--- src/hw/rtl/isingm_pkg.sv ---
// Shared types and constants for the Ising Metropolis spin update block.
// No dependencies; the RTL refers to this package by scoped names, the bench imports it.
`default_nettype none

package isingm_pkg;

    // configuration port
    localparam int CFG_INDEX_W = 2;
    localparam int CFG_DATA_W  = 32;

    localparam logic [CFG_INDEX_W-1:0] CFG_THRESH_FOUR  = 2'd0;
    localparam logic [CFG_INDEX_W-1:0] CFG_THRESH_EIGHT = 2'd1;

    // stream words
    localparam int SITE_FIELD_W = 5;
    localparam int DRAW_W       = 32;
    localparam int IN_DATA_W    = 48;
    localparam int OUT_DATA_W   = 288;

    localparam int ENERGY_NOW_W = 13;
    localparam int MAGNET_NOW_W = 12;
    localparam int ACC_W        = 64;

    // depth of the result queue; the back end reserves a slot per started item
    localparam int OUT_DEPTH = 4;

    // first member lands in the highest bits, so flip_accepted sits at bit 0
    typedef struct packed {
        logic [ACC_W-1:0]        magnet_sq_sum;
        logic [ACC_W-1:0]        abs_magnet_sum;
        logic [ACC_W-1:0]        energy_sq_sum;
        logic [ACC_W-1:0]        energy_sum;
        logic [MAGNET_NOW_W-1:0] magnet_now;
        logic [ENERGY_NOW_W-1:0] energy_now;
        logic                    flip_accepted;
    } result_t;

endpackage

`default_nettype wire

--- src/hw/rtl/isingm_fifo.sv ---
// Small register queue with a valid/ready style head.
// Standalone; used by the front end and the top level.
`default_nettype none

module isingm_fifo #(
    parameter int WIDTH = 8,
    parameter int DEPTH = 2
) (
    input  wire logic             clk,
    input  wire logic             rst_n,
    input  wire logic             push,
    input  wire logic [WIDTH-1:0] push_data,
    output logic                  full,
    input  wire logic             pop,
    output logic                  head_valid,
    output logic [WIDTH-1:0]      head_data
);

    localparam int PTR_W   = (DEPTH > 1) ? $clog2(DEPTH) : 1;
    localparam int COUNT_W = $clog2(DEPTH + 1);

    logic [WIDTH-1:0]   entries [0:DEPTH-1];
    logic [PTR_W-1:0]   wr_ptr_reg;
    logic [PTR_W-1:0]   wr_ptr_next;
    logic [PTR_W-1:0]   rd_ptr_reg;
    logic [PTR_W-1:0]   rd_ptr_next;
    logic [COUNT_W-1:0] count_reg;
    logic [COUNT_W-1:0] count_next;

    assign full       = (count_reg == COUNT_W'(DEPTH));
    assign head_valid = (count_reg != '0);
    assign head_data  = entries[rd_ptr_reg];

    always_comb
    begin
        wr_ptr_next = wr_ptr_reg;
        rd_ptr_next = rd_ptr_reg;
        if (push)
        begin
            wr_ptr_next = (wr_ptr_reg == PTR_W'(DEPTH - 1)) ? '0 : wr_ptr_reg + PTR_W'(1);
        end
        if (pop)
        begin
            rd_ptr_next = (rd_ptr_reg == PTR_W'(DEPTH - 1)) ? '0 : rd_ptr_reg + PTR_W'(1);
        end
        count_next = count_reg + COUNT_W'(push) - COUNT_W'(pop);
    end

    always_ff @(posedge clk or negedge rst_n)
    begin
        if (!rst_n)
        begin
            wr_ptr_reg <= '0;
            rd_ptr_reg <= '0;
            count_reg  <= '0;
        end
        else
        begin
            wr_ptr_reg <= wr_ptr_next;
            rd_ptr_reg <= rd_ptr_next;
            count_reg  <= count_next;
        end
    end

    always_ff @(posedge clk)
    begin
        if (push)
        begin
            entries[wr_ptr_reg] <= push_data;
        end
    end

endmodule

`default_nettype wire

--- src/hw/rtl/isingm_front.sv ---
// Front end: takes input words, wraps the site into the lattice, works out the
// four neighbor indices and queues the decoded item. Uses isingm_pkg, isingm_fifo.
`default_nettype none

module isingm_front #(
    parameter int LATTICE_SIDE = 32
) (
    input  wire logic                              clk,
    input  wire logic                              rst_n,
    input  wire logic                              s_tvalid,
    output logic                                   s_tready,
    input  wire logic [isingm_pkg::IN_DATA_W-1:0]  s_tdata,
    input  wire logic                              clearing,
    output logic                                   q_valid,
    output logic [6*$clog2(LATTICE_SIDE)+isingm_pkg::DRAW_W-1:0] q_data,
    input  wire logic                              q_pop
);

    localparam int IDX_W    = $clog2(LATTICE_SIDE);
    localparam int ITEM_W   = 6 * IDX_W + isingm_pkg::DRAW_W;
    localparam int FIELD_W  = isingm_pkg::SITE_FIELD_W;
    localparam int LUT_SIZE = 2 ** FIELD_W;
    localparam int Q_DEPTH  = 2;

    logic [IDX_W-1:0]              wrap_lut [0:LUT_SIZE-1];
    logic [FIELD_W-1:0]            site_row;
    logic [FIELD_W-1:0]            site_col;
    logic [isingm_pkg::DRAW_W-1:0] uniform_draw;
    logic [IDX_W-1:0]              row;
    logic [IDX_W-1:0]              col;
    logic [IDX_W-1:0]              row_plus;
    logic [IDX_W-1:0]              row_minus;
    logic [IDX_W-1:0]              col_plus;
    logic [IDX_W-1:0]              col_minus;
    logic                          q_full;
    logic                          accept;
    logic [ITEM_W-1:0]             item;

    // site field reduced modulo the lattice side, folded at elaboration
    for (genvar i = 0; i < LUT_SIZE; i++)
    begin : g_wrap
        assign wrap_lut[i] = IDX_W'(i % LATTICE_SIDE);
    end

    assign site_row     = s_tdata[FIELD_W-1:0];
    assign site_col     = s_tdata[2*FIELD_W-1:FIELD_W];
    assign uniform_draw = s_tdata[2*FIELD_W+isingm_pkg::DRAW_W-1:2*FIELD_W];

    assign row = wrap_lut[site_row];
    assign col = wrap_lut[site_col];

    always_comb
    begin
        row_plus  = (row == IDX_W'(LATTICE_SIDE - 1)) ? '0 : row + IDX_W'(1);
        row_minus = (row == '0) ? IDX_W'(LATTICE_SIDE - 1) : row - IDX_W'(1);
        col_plus  = (col == IDX_W'(LATTICE_SIDE - 1)) ? '0 : col + IDX_W'(1);
        col_minus = (col == '0) ? IDX_W'(LATTICE_SIDE - 1) : col - IDX_W'(1);
    end

    // hold off input while the queue is full or until the lattice is swept to all spins up
    assign s_tready = !q_full && !clearing;
    assign accept   = s_tvalid && s_tready;
    assign item     = {uniform_draw, col_minus, col_plus, col, row_minus, row_plus, row};

    isingm_fifo #(
        .WIDTH (ITEM_W),
        .DEPTH (Q_DEPTH)
    ) u_queue (
        .clk        (clk),
        .rst_n      (rst_n),
        .push       (accept),
        .push_data  (item),
        .full       (q_full),
        .pop        (q_pop),
        .head_valid (q_valid),
        .head_data  (q_data)
    );

endmodule

`default_nettype wire

--- src/hw/rtl/isingm_lattice.sv ---
// Spin lattice memory: one row of spins per word, two read ports with registered,
// write-first data, one write port, and a sweep that sets every spin up after reset.
`default_nettype none

module isingm_lattice #(
    parameter int LATTICE_SIDE = 32
) (
    input  wire logic                             clk,
    input  wire logic                             rst_n,
    input  wire logic [$clog2(LATTICE_SIDE)-1:0]  rd0_addr,
    input  wire logic [$clog2(LATTICE_SIDE)-1:0]  rd1_addr,
    output logic [LATTICE_SIDE-1:0]               rd0_data,
    output logic [LATTICE_SIDE-1:0]               rd1_data,
    input  wire logic                             wr_en,
    input  wire logic [$clog2(LATTICE_SIDE)-1:0]  wr_addr,
    input  wire logic [LATTICE_SIDE-1:0]          wr_data,
    output logic                                  clearing
);

    localparam int IDX_W = $clog2(LATTICE_SIDE);

    logic [LATTICE_SIDE-1:0] rows_mem [0:LATTICE_SIDE-1];
    logic [LATTICE_SIDE-1:0] rd0_data_reg;
    logic [LATTICE_SIDE-1:0] rd1_data_reg;
    logic                    clearing_reg;
    logic [IDX_W-1:0]        clear_idx_reg;
    logic                    mem_we;
    logic [IDX_W-1:0]        mem_waddr;
    logic [LATTICE_SIDE-1:0] mem_wdata;

    assign clearing = clearing_reg;
    assign rd0_data = rd0_data_reg;
    assign rd1_data = rd1_data_reg;

    always_comb
    begin
        mem_we    = clearing_reg || wr_en;
        mem_waddr = clearing_reg ? clear_idx_reg : wr_addr;
        mem_wdata = clearing_reg ? '1 : wr_data;
    end

    always_ff @(posedge clk or negedge rst_n)
    begin
        if (!rst_n)
        begin
            clearing_reg  <= 1'b1;
            clear_idx_reg <= '0;
        end
        else if (clearing_reg)
        begin
            if (clear_idx_reg == IDX_W'(LATTICE_SIDE - 1))
            begin
                clearing_reg <= 1'b0;
            end
            else
            begin
                clear_idx_reg <= clear_idx_reg + IDX_W'(1);
            end
        end
    end

    // a read of the row being written returns the new row
    always_ff @(posedge clk)
    begin
        if (mem_we)
        begin
            rows_mem[mem_waddr] <= mem_wdata;
        end
        rd0_data_reg <= (mem_we && (mem_waddr == rd0_addr)) ? mem_wdata : rows_mem[rd0_addr];
        rd1_data_reg <= (mem_we && (mem_waddr == rd1_addr)) ? mem_wdata : rows_mem[rd1_addr];
    end

endmodule

`default_nettype wire

--- src/hw/rtl/isingm_back.sv ---
// Back end: reads three lattice rows per item, makes the Metropolis decision,
// updates energy and magnetization and the saturating sums.
// Uses isingm_pkg and isingm_lattice.
`default_nettype none

module isingm_back #(
    parameter int LATTICE_SIDE = 32
) (
    input  wire logic                                 clk,
    input  wire logic                                 rst_n,
    input  wire logic                                 q_valid,
    input  wire logic [6*$clog2(LATTICE_SIDE)+isingm_pkg::DRAW_W-1:0] q_data,
    output logic                                      q_pop,
    input  wire logic [isingm_pkg::CFG_DATA_W-1:0]    thresh_four,
    input  wire logic [isingm_pkg::CFG_DATA_W-1:0]    thresh_eight,
    output logic                                      clearing,
    output logic                                      res_push,
    output isingm_pkg::result_t                       res_data,
    input  wire logic                                 res_pop
);

    localparam int IDX_W    = $clog2(LATTICE_SIDE);
    localparam int DRAW_W   = isingm_pkg::DRAW_W;
    localparam int ACC_W    = isingm_pkg::ACC_W;
    localparam int E_RAW_W  = $clog2(2 * LATTICE_SIDE * LATTICE_SIDE) + 2;
    localparam int DE_W     = 6;
    localparam int E_W      = (E_RAW_W > DE_W) ? E_RAW_W : DE_W;
    localparam int M_W      = $clog2(LATTICE_SIDE * LATTICE_SIDE) + 2;
    localparam int EA_W     = E_W - 1;
    localparam int MA_W     = M_W - 1;
    localparam int CREDIT_W = $clog2(isingm_pkg::OUT_DEPTH + 1);

    localparam logic [E_W-1:0]   ENERGY_RESET = E_W'(-2 * LATTICE_SIDE * LATTICE_SIDE);
    localparam logic [M_W-1:0]   MAGNET_RESET = M_W'(LATTICE_SIDE * LATTICE_SIDE);
    localparam logic [ACC_W-1:0] S_MAX = {1'b0, {(ACC_W - 1){1'b1}}};
    localparam logic [ACC_W-1:0] S_MIN = {1'b1, {(ACC_W - 1){1'b0}}};

    // queue head
    logic [IDX_W-1:0]        q_row;
    logic [IDX_W-1:0]        q_row_plus;
    logic [IDX_W-1:0]        q_row_minus;
    logic [IDX_W-1:0]        q_col;
    logic [IDX_W-1:0]        q_col_plus;
    logic [IDX_W-1:0]        q_col_minus;
    logic [DRAW_W-1:0]       q_draw;
    logic                    start_item;

    // lattice port wiring
    logic [IDX_W-1:0]        rd0_addr;
    logic [LATTICE_SIDE-1:0] rd0_data;
    logic [LATTICE_SIDE-1:0] rd1_data;
    logic                    wr_en;
    logic [LATTICE_SIDE-1:0] wr_data;

    // second read cycle
    logic                    b_valid_reg;
    logic [IDX_W-1:0]        b_row_reg;
    logic [IDX_W-1:0]        b_row_minus_reg;
    logic [IDX_W-1:0]        b_col_reg;
    logic [IDX_W-1:0]        b_col_plus_reg;
    logic [IDX_W-1:0]        b_col_minus_reg;
    logic [DRAW_W-1:0]       b_draw_reg;

    // decision cycle
    logic                    c_valid_reg;
    logic [IDX_W-1:0]        c_row_reg;
    logic [IDX_W-1:0]        c_col_reg;
    logic [IDX_W-1:0]        c_col_plus_reg;
    logic [IDX_W-1:0]        c_col_minus_reg;
    logic [DRAW_W-1:0]       c_draw_reg;
    logic [LATTICE_SIDE-1:0] c_row_data_reg;
    logic                    c_spin_below_reg;
    logic                    spin;
    logic [3:0]              nbr;
    logic [2:0]              aligned;
    logic                    accept;
    logic signed [DE_W-1:0]  delta_e;
    logic [LATTICE_SIDE-1:0] flip_mask;

    logic [E_W-1:0]          energy_reg;
    logic [E_W-1:0]          energy_next;
    logic [M_W-1:0]          magnet_reg;
    logic [M_W-1:0]          magnet_next;

    // squaring cycle
    logic                    d_valid_reg;
    logic                    d_accept_reg;
    logic [E_W-1:0]          d_energy_reg;
    logic [M_W-1:0]          d_magnet_reg;
    logic [E_W-1:0]          e_neg;
    logic [M_W-1:0]          m_neg;
    logic [EA_W-1:0]         e_abs;
    logic [MA_W-1:0]         m_abs;

    // accumulate cycle
    logic                    s_valid_reg;
    logic                    s_accept_reg;
    logic [E_W-1:0]          s_energy_reg;
    logic [M_W-1:0]          s_magnet_reg;
    logic [2*EA_W-1:0]       s_esq_reg;
    logic [MA_W-1:0]         s_mabs_reg;
    logic [2*MA_W-1:0]       s_msq_reg;
    logic [ACC_W-1:0]        energy_ext;
    logic [ACC_W-1:0]        magnet_ext;
    logic [ACC_W-1:0]        e_sum_raw;
    logic [ACC_W:0]          esq_sum_raw;
    logic [ACC_W:0]          mabs_sum_raw;
    logic [ACC_W:0]          msq_sum_raw;

    logic [ACC_W-1:0]        energy_acc_reg;
    logic [ACC_W-1:0]        energy_acc_next;
    logic [ACC_W-1:0]        energy_sq_acc_reg;
    logic [ACC_W-1:0]        energy_sq_acc_next;
    logic [ACC_W-1:0]        abs_magnet_acc_reg;
    logic [ACC_W-1:0]        abs_magnet_acc_next;
    logic [ACC_W-1:0]        magnet_sq_acc_reg;
    logic [ACC_W-1:0]        magnet_sq_acc_next;

    logic [CREDIT_W-1:0]     credit_reg;
    logic [CREDIT_W-1:0]     credit_next;

    assign q_row       = q_data[IDX_W-1:0];
    assign q_row_plus  = q_data[2*IDX_W-1:IDX_W];
    assign q_row_minus = q_data[3*IDX_W-1:2*IDX_W];
    assign q_col       = q_data[4*IDX_W-1:3*IDX_W];
    assign q_col_plus  = q_data[5*IDX_W-1:4*IDX_W];
    assign q_col_minus = q_data[6*IDX_W-1:5*IDX_W];
    assign q_draw      = q_data[6*IDX_W+DRAW_W-1:6*IDX_W];

    // Port 0 is busy with the row above during the second read cycle, so no new
    // item starts while one is in that cycle. Reserve a result slot up front.
    assign start_item = q_valid && !b_valid_reg && !clearing
                        && (credit_reg < CREDIT_W'(isingm_pkg::OUT_DEPTH));
    assign q_pop      = start_item;
    assign rd0_addr   = b_valid_reg ? b_row_minus_reg : q_row;

    isingm_lattice #(
        .LATTICE_SIDE (LATTICE_SIDE)
    ) u_lattice (
        .clk      (clk),
        .rst_n    (rst_n),
        .rd0_addr (rd0_addr),
        .rd1_addr (q_row_plus),
        .rd0_data (rd0_data),
        .rd1_data (rd1_data),
        .wr_en    (wr_en),
        .wr_addr  (c_row_reg),
        .wr_data  (wr_data),
        .clearing (clearing)
    );

    // decision: count neighbors aligned with the site, dE = 4 * aligned - 8
    always_comb
    begin
        spin   = c_row_data_reg[c_col_reg];
        nbr[0] = rd0_data[c_col_reg];
        nbr[1] = c_spin_below_reg;
        nbr[2] = c_row_data_reg[c_col_plus_reg];
        nbr[3] = c_row_data_reg[c_col_minus_reg];
        aligned = 3'(nbr[0] == spin) + 3'(nbr[1] == spin)
                + 3'(nbr[2] == spin) + 3'(nbr[3] == spin);
        case (aligned)
            3'd3:    accept = (c_draw_reg < thresh_four);
            3'd4:    accept = (c_draw_reg < thresh_eight);
            default: accept = 1'b1;
        endcase
        delta_e   = $signed({1'b0, aligned, 2'b00}) - DE_W'(8);
        flip_mask = LATTICE_SIDE'(1) << c_col_reg;
        wr_en     = c_valid_reg && accept;
        wr_data   = c_row_data_reg ^ flip_mask;

        energy_next = energy_reg;
        magnet_next = magnet_reg;
        if (wr_en)
        begin
            energy_next = energy_reg + {{(E_W - DE_W){delta_e[DE_W-1]}}, delta_e};
            magnet_next = spin ? magnet_reg - M_W'(2) : magnet_reg + M_W'(2);
        end
    end

    always_comb
    begin
        e_neg = '0 - d_energy_reg;
        m_neg = '0 - d_magnet_reg;
        e_abs = d_energy_reg[E_W-1] ? e_neg[EA_W-1:0] : d_energy_reg[EA_W-1:0];
        m_abs = d_magnet_reg[M_W-1] ? m_neg[MA_W-1:0] : d_magnet_reg[MA_W-1:0];
    end

    // saturating sums
    always_comb
    begin
        energy_ext   = {{(ACC_W - E_W){s_energy_reg[E_W-1]}}, s_energy_reg};
        magnet_ext   = {{(ACC_W - M_W){s_magnet_reg[M_W-1]}}, s_magnet_reg};
        e_sum_raw    = energy_acc_reg + energy_ext;
        esq_sum_raw  = {1'b0, energy_sq_acc_reg} + (ACC_W + 1)'(s_esq_reg);
        mabs_sum_raw = {1'b0, abs_magnet_acc_reg} + (ACC_W + 1)'(s_mabs_reg);
        msq_sum_raw  = {1'b0, magnet_sq_acc_reg} + (ACC_W + 1)'(s_msq_reg);

        if ((energy_acc_reg[ACC_W-1] == energy_ext[ACC_W-1])
            && (e_sum_raw[ACC_W-1] != energy_acc_reg[ACC_W-1]))
        begin
            energy_acc_next = energy_ext[ACC_W-1] ? S_MIN : S_MAX;
        end
        else
        begin
            energy_acc_next = e_sum_raw;
        end
        energy_sq_acc_next  = esq_sum_raw[ACC_W] ? '1 : esq_sum_raw[ACC_W-1:0];
        abs_magnet_acc_next = mabs_sum_raw[ACC_W] ? '1 : mabs_sum_raw[ACC_W-1:0];
        magnet_sq_acc_next  = msq_sum_raw[ACC_W] ? '1 : msq_sum_raw[ACC_W-1:0];
    end

    always_comb
    begin
        res_push                = s_valid_reg;
        res_data.flip_accepted  = s_accept_reg;
        res_data.energy_now     = energy_ext[isingm_pkg::ENERGY_NOW_W-1:0];
        res_data.magnet_now     = magnet_ext[isingm_pkg::MAGNET_NOW_W-1:0];
        res_data.energy_sum     = energy_acc_next;
        res_data.energy_sq_sum  = energy_sq_acc_next;
        res_data.abs_magnet_sum = abs_magnet_acc_next;
        res_data.magnet_sq_sum  = magnet_sq_acc_next;
        credit_next = credit_reg + CREDIT_W'(start_item) - CREDIT_W'(res_pop);
    end

    always_ff @(posedge clk or negedge rst_n)
    begin
        if (!rst_n)
        begin
            b_valid_reg        <= 1'b0;
            c_valid_reg        <= 1'b0;
            d_valid_reg        <= 1'b0;
            s_valid_reg        <= 1'b0;
            energy_reg         <= ENERGY_RESET;
            magnet_reg         <= MAGNET_RESET;
            energy_acc_reg     <= '0;
            energy_sq_acc_reg  <= '0;
            abs_magnet_acc_reg <= '0;
            magnet_sq_acc_reg  <= '0;
            credit_reg         <= '0;
        end
        else
        begin
            b_valid_reg <= start_item;
            c_valid_reg <= b_valid_reg;
            d_valid_reg <= c_valid_reg;
            s_valid_reg <= d_valid_reg;
            energy_reg  <= energy_next;
            magnet_reg  <= magnet_next;
            credit_reg  <= credit_next;
            if (s_valid_reg)
            begin
                energy_acc_reg     <= energy_acc_next;
                energy_sq_acc_reg  <= energy_sq_acc_next;
                abs_magnet_acc_reg <= abs_magnet_acc_next;
                magnet_sq_acc_reg  <= magnet_sq_acc_next;
            end
        end
    end

    always_ff @(posedge clk)
    begin
        if (start_item)
        begin
            b_row_reg       <= q_row;
            b_row_minus_reg <= q_row_minus;
            b_col_reg       <= q_col;
            b_col_plus_reg  <= q_col_plus;
            b_col_minus_reg <= q_col_minus;
            b_draw_reg      <= q_draw;
        end
        // hold the site row and the spin below while port 0 fetches the row above
        c_row_reg        <= b_row_reg;
        c_col_reg        <= b_col_reg;
        c_col_plus_reg   <= b_col_plus_reg;
        c_col_minus_reg  <= b_col_minus_reg;
        c_draw_reg       <= b_draw_reg;
        c_row_data_reg   <= rd0_data;
        c_spin_below_reg <= rd1_data[b_col_reg];

        d_accept_reg <= accept;
        d_energy_reg <= energy_next;
        d_magnet_reg <= magnet_next;

        s_accept_reg <= d_accept_reg;
        s_energy_reg <= d_energy_reg;
        s_magnet_reg <= d_magnet_reg;
        s_esq_reg    <= e_abs * e_abs;
        s_mabs_reg   <= m_abs;
        s_msq_reg    <= m_abs * m_abs;
    end

endmodule

`default_nettype wire

--- src/hw/rtl/ising_metropolis_spin_update.sv ---
// Ising Metropolis spin update, top level: config registers, front end, back end, result queue.
// Updates are pipelined, but one cannot start while the previous one is still reading: the two
// read ports of the row-wide lattice memory serve rows r, r+1, r-1 per update. An update
// also waits for a free slot in the result queue, so a stalled output holds the input.
// Reset: both thresholds clear to zero; the lattice is then swept to all spins up, one row
// per cycle, with s_tready low. Depends on isingm_pkg, front, back, fifo.
`default_nettype none

module ising_metropolis_spin_update #(
    parameter int LATTICE_SIDE = 32
) (
    input  wire logic                                 clk,
    input  wire logic                                 rst_n,
    // s_tdata: site_row[4:0], site_col[9:5], uniform_draw[41:10], zero fill
    input  wire logic                                 s_tvalid,
    output logic                                      s_tready,
    input  wire logic [isingm_pkg::IN_DATA_W-1:0]     s_tdata,
    // m_tdata: flip_accepted[0], energy_now[13:1], magnet_now[25:14], energy_sum[89:26],
    // energy_sq_sum[153:90], abs_magnet_sum[217:154], magnet_sq_sum[281:218], zero fill
    output logic                                      m_tvalid,
    input  wire logic                                 m_tready,
    output logic [isingm_pkg::OUT_DATA_W-1:0]         m_tdata,
    input  wire logic                                 cfg_write,
    input  wire logic [isingm_pkg::CFG_INDEX_W-1:0]   cfg_index,
    input  wire logic [isingm_pkg::CFG_DATA_W-1:0]    cfg_data
);

    localparam int IDX_W    = $clog2(LATTICE_SIDE);
    localparam int ITEM_W   = 6 * IDX_W + isingm_pkg::DRAW_W;
    localparam int RESULT_W = $bits(isingm_pkg::result_t);

    logic [isingm_pkg::CFG_DATA_W-1:0] thresh_four_reg;
    logic [isingm_pkg::CFG_DATA_W-1:0] thresh_eight_reg;

    logic                  clearing;
    logic                  q_valid;
    logic [ITEM_W-1:0]     q_data;
    logic                  q_pop;
    logic                  res_push;
    isingm_pkg::result_t   res_data;
    logic                  res_pop;
    logic                  res_full;
    logic [RESULT_W-1:0]   res_head;

    always_ff @(posedge clk or negedge rst_n)
    begin
        if (!rst_n)
        begin
            thresh_four_reg  <= '0;
            thresh_eight_reg <= '0;
        end
        else if (cfg_write)
        begin
            unique case (cfg_index)
                isingm_pkg::CFG_THRESH_FOUR:  thresh_four_reg  <= cfg_data;
                isingm_pkg::CFG_THRESH_EIGHT: thresh_eight_reg <= cfg_data;
                default: ;
            endcase
        end
    end

    isingm_front #(
        .LATTICE_SIDE (LATTICE_SIDE)
    ) u_front (
        .clk      (clk),
        .rst_n    (rst_n),
        .s_tvalid (s_tvalid),
        .s_tready (s_tready),
        .s_tdata  (s_tdata),
        .clearing (clearing),
        .q_valid  (q_valid),
        .q_data   (q_data),
        .q_pop    (q_pop)
    );

    isingm_back #(
        .LATTICE_SIDE (LATTICE_SIDE)
    ) u_back (
        .clk          (clk),
        .rst_n        (rst_n),
        .q_valid      (q_valid),
        .q_data       (q_data),
        .q_pop        (q_pop),
        .thresh_four  (thresh_four_reg),
        .thresh_eight (thresh_eight_reg),
        .clearing     (clearing),
        .res_push     (res_push),
        .res_data     (res_data),
        .res_pop      (res_pop)
    );

    // the back end never pushes without a reserved slot, so full is not needed here
    isingm_fifo #(
        .WIDTH (RESULT_W),
        .DEPTH (isingm_pkg::OUT_DEPTH)
    ) u_result_q (
        .clk        (clk),
        .rst_n      (rst_n),
        .push       (res_push),
        .push_data  (res_data),
        .full       (res_full),
        .pop        (res_pop),
        .head_valid (m_tvalid),
        .head_data  (res_head)
    );

    assign res_pop = m_tvalid && m_tready && !(res_full && 1'b0);
    assign m_tdata = {{(isingm_pkg::OUT_DATA_W - RESULT_W){1'b0}}, res_head};

endmodule

`default_nettype wire

--- config.mk ---
export PLATFORM = sky130hd
export DESIGN_NAME = ising_metropolis_spin_update
export DESIGN_NICKNAME = d
export VERILOG_FILES = /design/src/hw/rtl/isingm_pkg.sv /design/src/hw/rtl/isingm_fifo.sv /design/src/hw/rtl/isingm_front.sv /design/src/hw/rtl/isingm_lattice.sv /design/src/hw/rtl/isingm_back.sv /design/src/hw/rtl/ising_metropolis_spin_update.sv
export SDC_FILE = /design/constraint.sdc
export NUM_CORES = 2
export LEC_CHECK = 0
export BUFFER_PORTS_ARGS = -buffer_cell sky130_fd_sc_hd__buf_4
export CORE_UTILIZATION = 24
export DETAILED_ROUTE_END_ITERATION = 8
export GPL_TIMING_DRIVEN = 0
export PLACE_DENSITY = 0.43
export SLEW_MARGIN = 10
export SYNTH_ARGS = -nofsm -noshare
export SYNTH_HDL_FRONTEND = slang
export SYNTH_SLANG_ARGS = --single-unit
--- constraint.sdc ---
create_clock -name clk -period 11.65 [get_ports clk]
set_input_delay 0.5825 -clock clk [delete_from_list [all_inputs] [get_ports clk]]
set_output_delay 0.5825 -clock clk [all_outputs]
set_load 0.01 [all_outputs]
==> results.md <==
- The number of buffers created by CTS is about 340.
- The critical path endpoint category is a flip-flop.
- The final setup skew is ~0.076 ns.
- The number of register bits inferred by synthesis is 2,873.
- After the first detailed-routing iteration, the DRC count stood at 8,511.
- For this run, the total global-route usage over all layers was measured as 0.1644.
- The worst path required time is 12.31 ns.
- The number of top-level pins is roughly 380.
- Setup repair after global routing left no endpoint under its margin.
- The top flip-flop cell by instance count after synthesis is sky130_fd_sc_hd__edfxtp_1.
- The library cell with the largest summed area after synthesis is sky130_fd_sc_hd__edfxtp_1.
- The count of distinct cell types in the synthesized netlist is 86.
- The total vias in the final route is between 80,000 and 90,000.
- In this run the standard cell core region covers 0.5452 sq mm.
- The async set or reset register ratio after synthesis is 0.1274.
- The clock network latency to the later pin of the worst-skew pair is ~1 ns.
- The via count of the first global-routing pass was roughly 84,000.
- A synthesized cell averages 15.90 sq um.
- The number of warning messages in the yosys log is 0.
- The adder-cell share of the synthesized area is 0.04634.
- The main combinational cell family by area after synthesis is multiplexers.
- The total number of clock tree sinks is 2,873.
- Leaving out fill and tap cells, the most frequent cell in the layout is sky130_fd_sc_hd__edfxtp_1.
- In the routed design, unresolved DRC markers number 0.
- The initial utilization of the core area, before any placement, comes to 0.2412.
- The synthesis-to-finish area growth is 20.48%.
- The arrival time reported for the critical path endpoint is 12.01 ns.
- The initial antenna violation count is 21.
- For the pin with the worst max-slew slack, the measured transition is 1.445 ns.
- The upper clock frequency limit is 0.08810 GHz.
- In the final routed layout, each cell accounts on average for 27.71 um.
- The number of detailed-routing iterations run before antenna repair is 5.
- Counting flops per register, the top entry is u_result_q.entries.
- The filler cells instantiated in the layout total around 54,000.
- The number of flops mapped to enable cells by yosys is 2,321.
- Entering global routing, the biggest net connects 96 pins.
- STA classifies the critical path startpoint as a flip-flop.
- Across the run, the number of max-cap violations was 0.
- The simple-gate share of the synthesized area is 0.05524.
- The cell sitting at the root of the clock tree is a sky130_fd_sc_hd__clkbuf_16.
- The first global-routing pass estimated 651,000 um of wire.
- The xor-xnor portion of the synthesized cell area is 0.02051.
- The width of the die is between 700 and 800 um.
- The library cells used most frequently in the layout, excluding fill and tap cells, are 2,321 x sky130_fd_sc_hd__edfxtp_1, 810 x sky130_fd_sc_hd__mux4_2, 560 x sky130_fd_sc_hd__buf_4, 541 x sky130_fd_sc_hd__nand2_1, 362 x sky130_fd_sc_hd__dfrtp_1.
- The flow ran to the end, and the final reports show no timing, DRC or antenna violations.
- The setup TNS is 0 ns.
- The path class of the tightest hold or removal check is input port to flip-flop.
- In the final layout, the registers with the most flip-flops are u_result_q.entries: 1116 flops, u_back.u_lattice.rows_mem: 1024 flops, u_front.u_queue.entries: 124 flops.
- The flip-flop count of the largest register, all copies and words added is roughly 1,100.
- Headroom to the max-slew limit came out at 0.03409.
- Counting every instance in the synthesized netlist gives 8,273.
- The number of standard-cell rows in the floorplan is approximately 270.
- The number of max-slew violations in the final report came to 0.
- The number of setup violations in the final report is 0.
- In the routed layout, each cell is associated on average with a via count of approximately 4.9.
- The final core area utilization is 0.2907.
- Ranked by total cell area, the synthesized netlist is headed by sky130_fd_sc_hd__edfxtp_1 53%, sky130_fd_sc_hd__mux4_2 14%, sky130_fd_sc_hd__dfrtp_1 6.9%.
- The mapped netlist covers 0.1315 sq mm.
- The largest individual stage delay along the critical path comes from the cell sky130_fd_sc_hd__nand3_1.
- Of the cells placed in the final design, the portion with a size suffix greater than 1 is 0.2477.
- After detailed routing, the total wire length is 466,900 um.
- For this run the aggregate overflow at the end of global routing stands at 0.
- Once the clock tree was built, the setup fixing pass inserted 0 buffers.
- Of the post-synthesis cell area, the part taken by muxes is 0.1683.
- The setup path with the least slack is of type flip-flop to flip-flop.
- The congestion estimate from routability-driven global placement came to 0.8826.
- In the final design database the tool counted between 9,000 and 10,000 nets.
- Dividing the final minimum period by the clock period gives 0.9743.
- The H-tree was split into 5 levels.
- During placement, the flow inserted port buffers numbering 361.
- The clock slew seen by the registers of the worst setup and hold paths is about 0.06 ns.
- The number of nets with antenna violations after routing is 0.
- The TritonCTS clock tree is done.
- The clock passes through at most 4 buffers.
- The floorplan step set the die height to 742.3 um.
- The final hold violation count is 0.
- Detailed placement ended at an HPWL of 337,200 um.
- The share of the Yosys chip area taken by registers is 0.6279.
- The final critical path time including I/O delays and setup is between 10 and 15 ns.
- The overall die area is 0.5510 sq mm.
- The top fanout value on the critical path is 10.
- The delay contributed by the slowest stage of the critical path is 1.09 ns.
- The top-area cell type share of the netlist area is 0.5299.
- The fraction of the mapped netlist area in compound gates came to 0.05726.
[final timing paths]
kind	from	end	slack [ns]	depth (start not counted)
setup / recovery	flip-flop	u_back.u_lattice.rows_mem[5][14]$_DFFE_PP_	0.30	29
hold reg to reg	u_back.b_col_plus_reg[0]$_DFFE_PP_	u_back.c_col_plus_reg[0]$_DFF_P_	0.30	0
hold / removal	m_tready	u_result_q.rd_ptr_reg[0]$_DFFE_PN0P_	0.11	3
setup reg to reg	flip-flop	u_back.u_lattice.rows_mem[5][14]$_DFFE_PP_	0.30	29
min in group asynchronous	rst_n	u_back.energy_acc_reg[41]$_DFFE_PN0P_	0.18	2
max in group asynchronous	rst_n	u_back.abs_magnet_acc_reg[0]$_DFFE_PN0P_	10.12	4
[cell type report]
| class | count | area (sq um) | area share |
|---|---|---|---|
| flip-flops and latches | 2873 | 82590 | 0.5211 |
| multi-input cells | 4628 | 46100 | 0.2909 |
| clock buffers | 445 | 9146 | 0.05771 |
| well taps | 7234 | 9051 | 0.05711 |
| repair buffers | 709 | 6595 | 0.04162 |
| plain buffers | 431 | 1973 | 0.01245 |
| clock inverters | 172 | 1695 | 0.01070 |
| inverters | 349 | 1313 | 0.008282 |
| diodes | 7 | 17.52 | 0.0001105 |
[Yosys cell counts (137+ instances only)]
library cell,count
sky130_fd_sc_hd__a21oi_1,299
sky130_fd_sc_hd__a31oi_1,137
sky130_fd_sc_hd__clkbuf_1,245
sky130_fd_sc_hd__dfrtp_1,362
sky130_fd_sc_hd__dfxtp_1,186
sky130_fd_sc_hd__edfxtp_1,2321
sky130_fd_sc_hd__ha_1,324
sky130_fd_sc_hd__inv_1,347
sky130_fd_sc_hd__mux2_2,186
sky130_fd_sc_hd__mux2i_1,164
sky130_fd_sc_hd__mux4_2,810
sky130_fd_sc_hd__nand2_1,541
sky130_fd_sc_hd__nand3_1,149
sky130_fd_sc_hd__nor2_1,310
sky130_fd_sc_hd__o21ai_0,248
sky130_fd_sc_hd__xnor2_1,187
[worst max-delay path, delay by kind of cell (launching register included)]
family          cells  cell delay (ns)
simple gates        5             3.12
buf+inv            10             3.09
compound gates      8             2.30
fa+ha+maj           3             1.00
mux                 2             0.91
flops               1             0.39
xor+xnor            1             0.20
[what timing repair did]
item,4_1_cts,5_1_grt
hold endpoints to repair,358,0
hold buffers,76,0
endpoints found under the setup margin,0,13
gates resized for setup,0,2
[cell families (layout without fill, tap and decap cells)]
kind of cell | after synthesis | after routing
simple gates | 1532 | 1532
other cells | 1 | 16
mux | 1166 | 1166
compound gates | 1187 | 1187
fa+ha+maj | 426 | 426
buf+inv | 780 | 2106
flops | 2873 | 2873
xor+xnor | 308 | 308
[through the flow]
stage	std cells	hold WS (ns)	cell area, sq um	worst slack (ns)
2_1_floorplan	8281	0.2869	131600	3.416
3_3_place_gp	15876	0.3100	143300	-7.349
3_5_place_dp	16148	0.3143	146800	0.3240
4_1_cts	16841	0.03981	158400	0.2859
5_1_grt	16842	0.09899	158500	0.05561
6_report	16848	0.1141	158500	0.2990
[layer usage]
| layer | vias up | part of all wire | global-route usage |
|---|---|---|---|
| met2 | 3240 | 0.48 | 0.2733 |
| met1 | 43409 | 0.42 | 0.2149 |
| met5 | - | 0.000058 | 0 |
| li1 | 34648 | - | - |
| met4 | 4 | 0.038 | 0.05445 |
| met3 | 761 | 0.071 | 0.03192 |
Power is left out: the tool's default activity adds up to more than one toggle a clock period on the data nets, which glitch-free logic cannot reach.
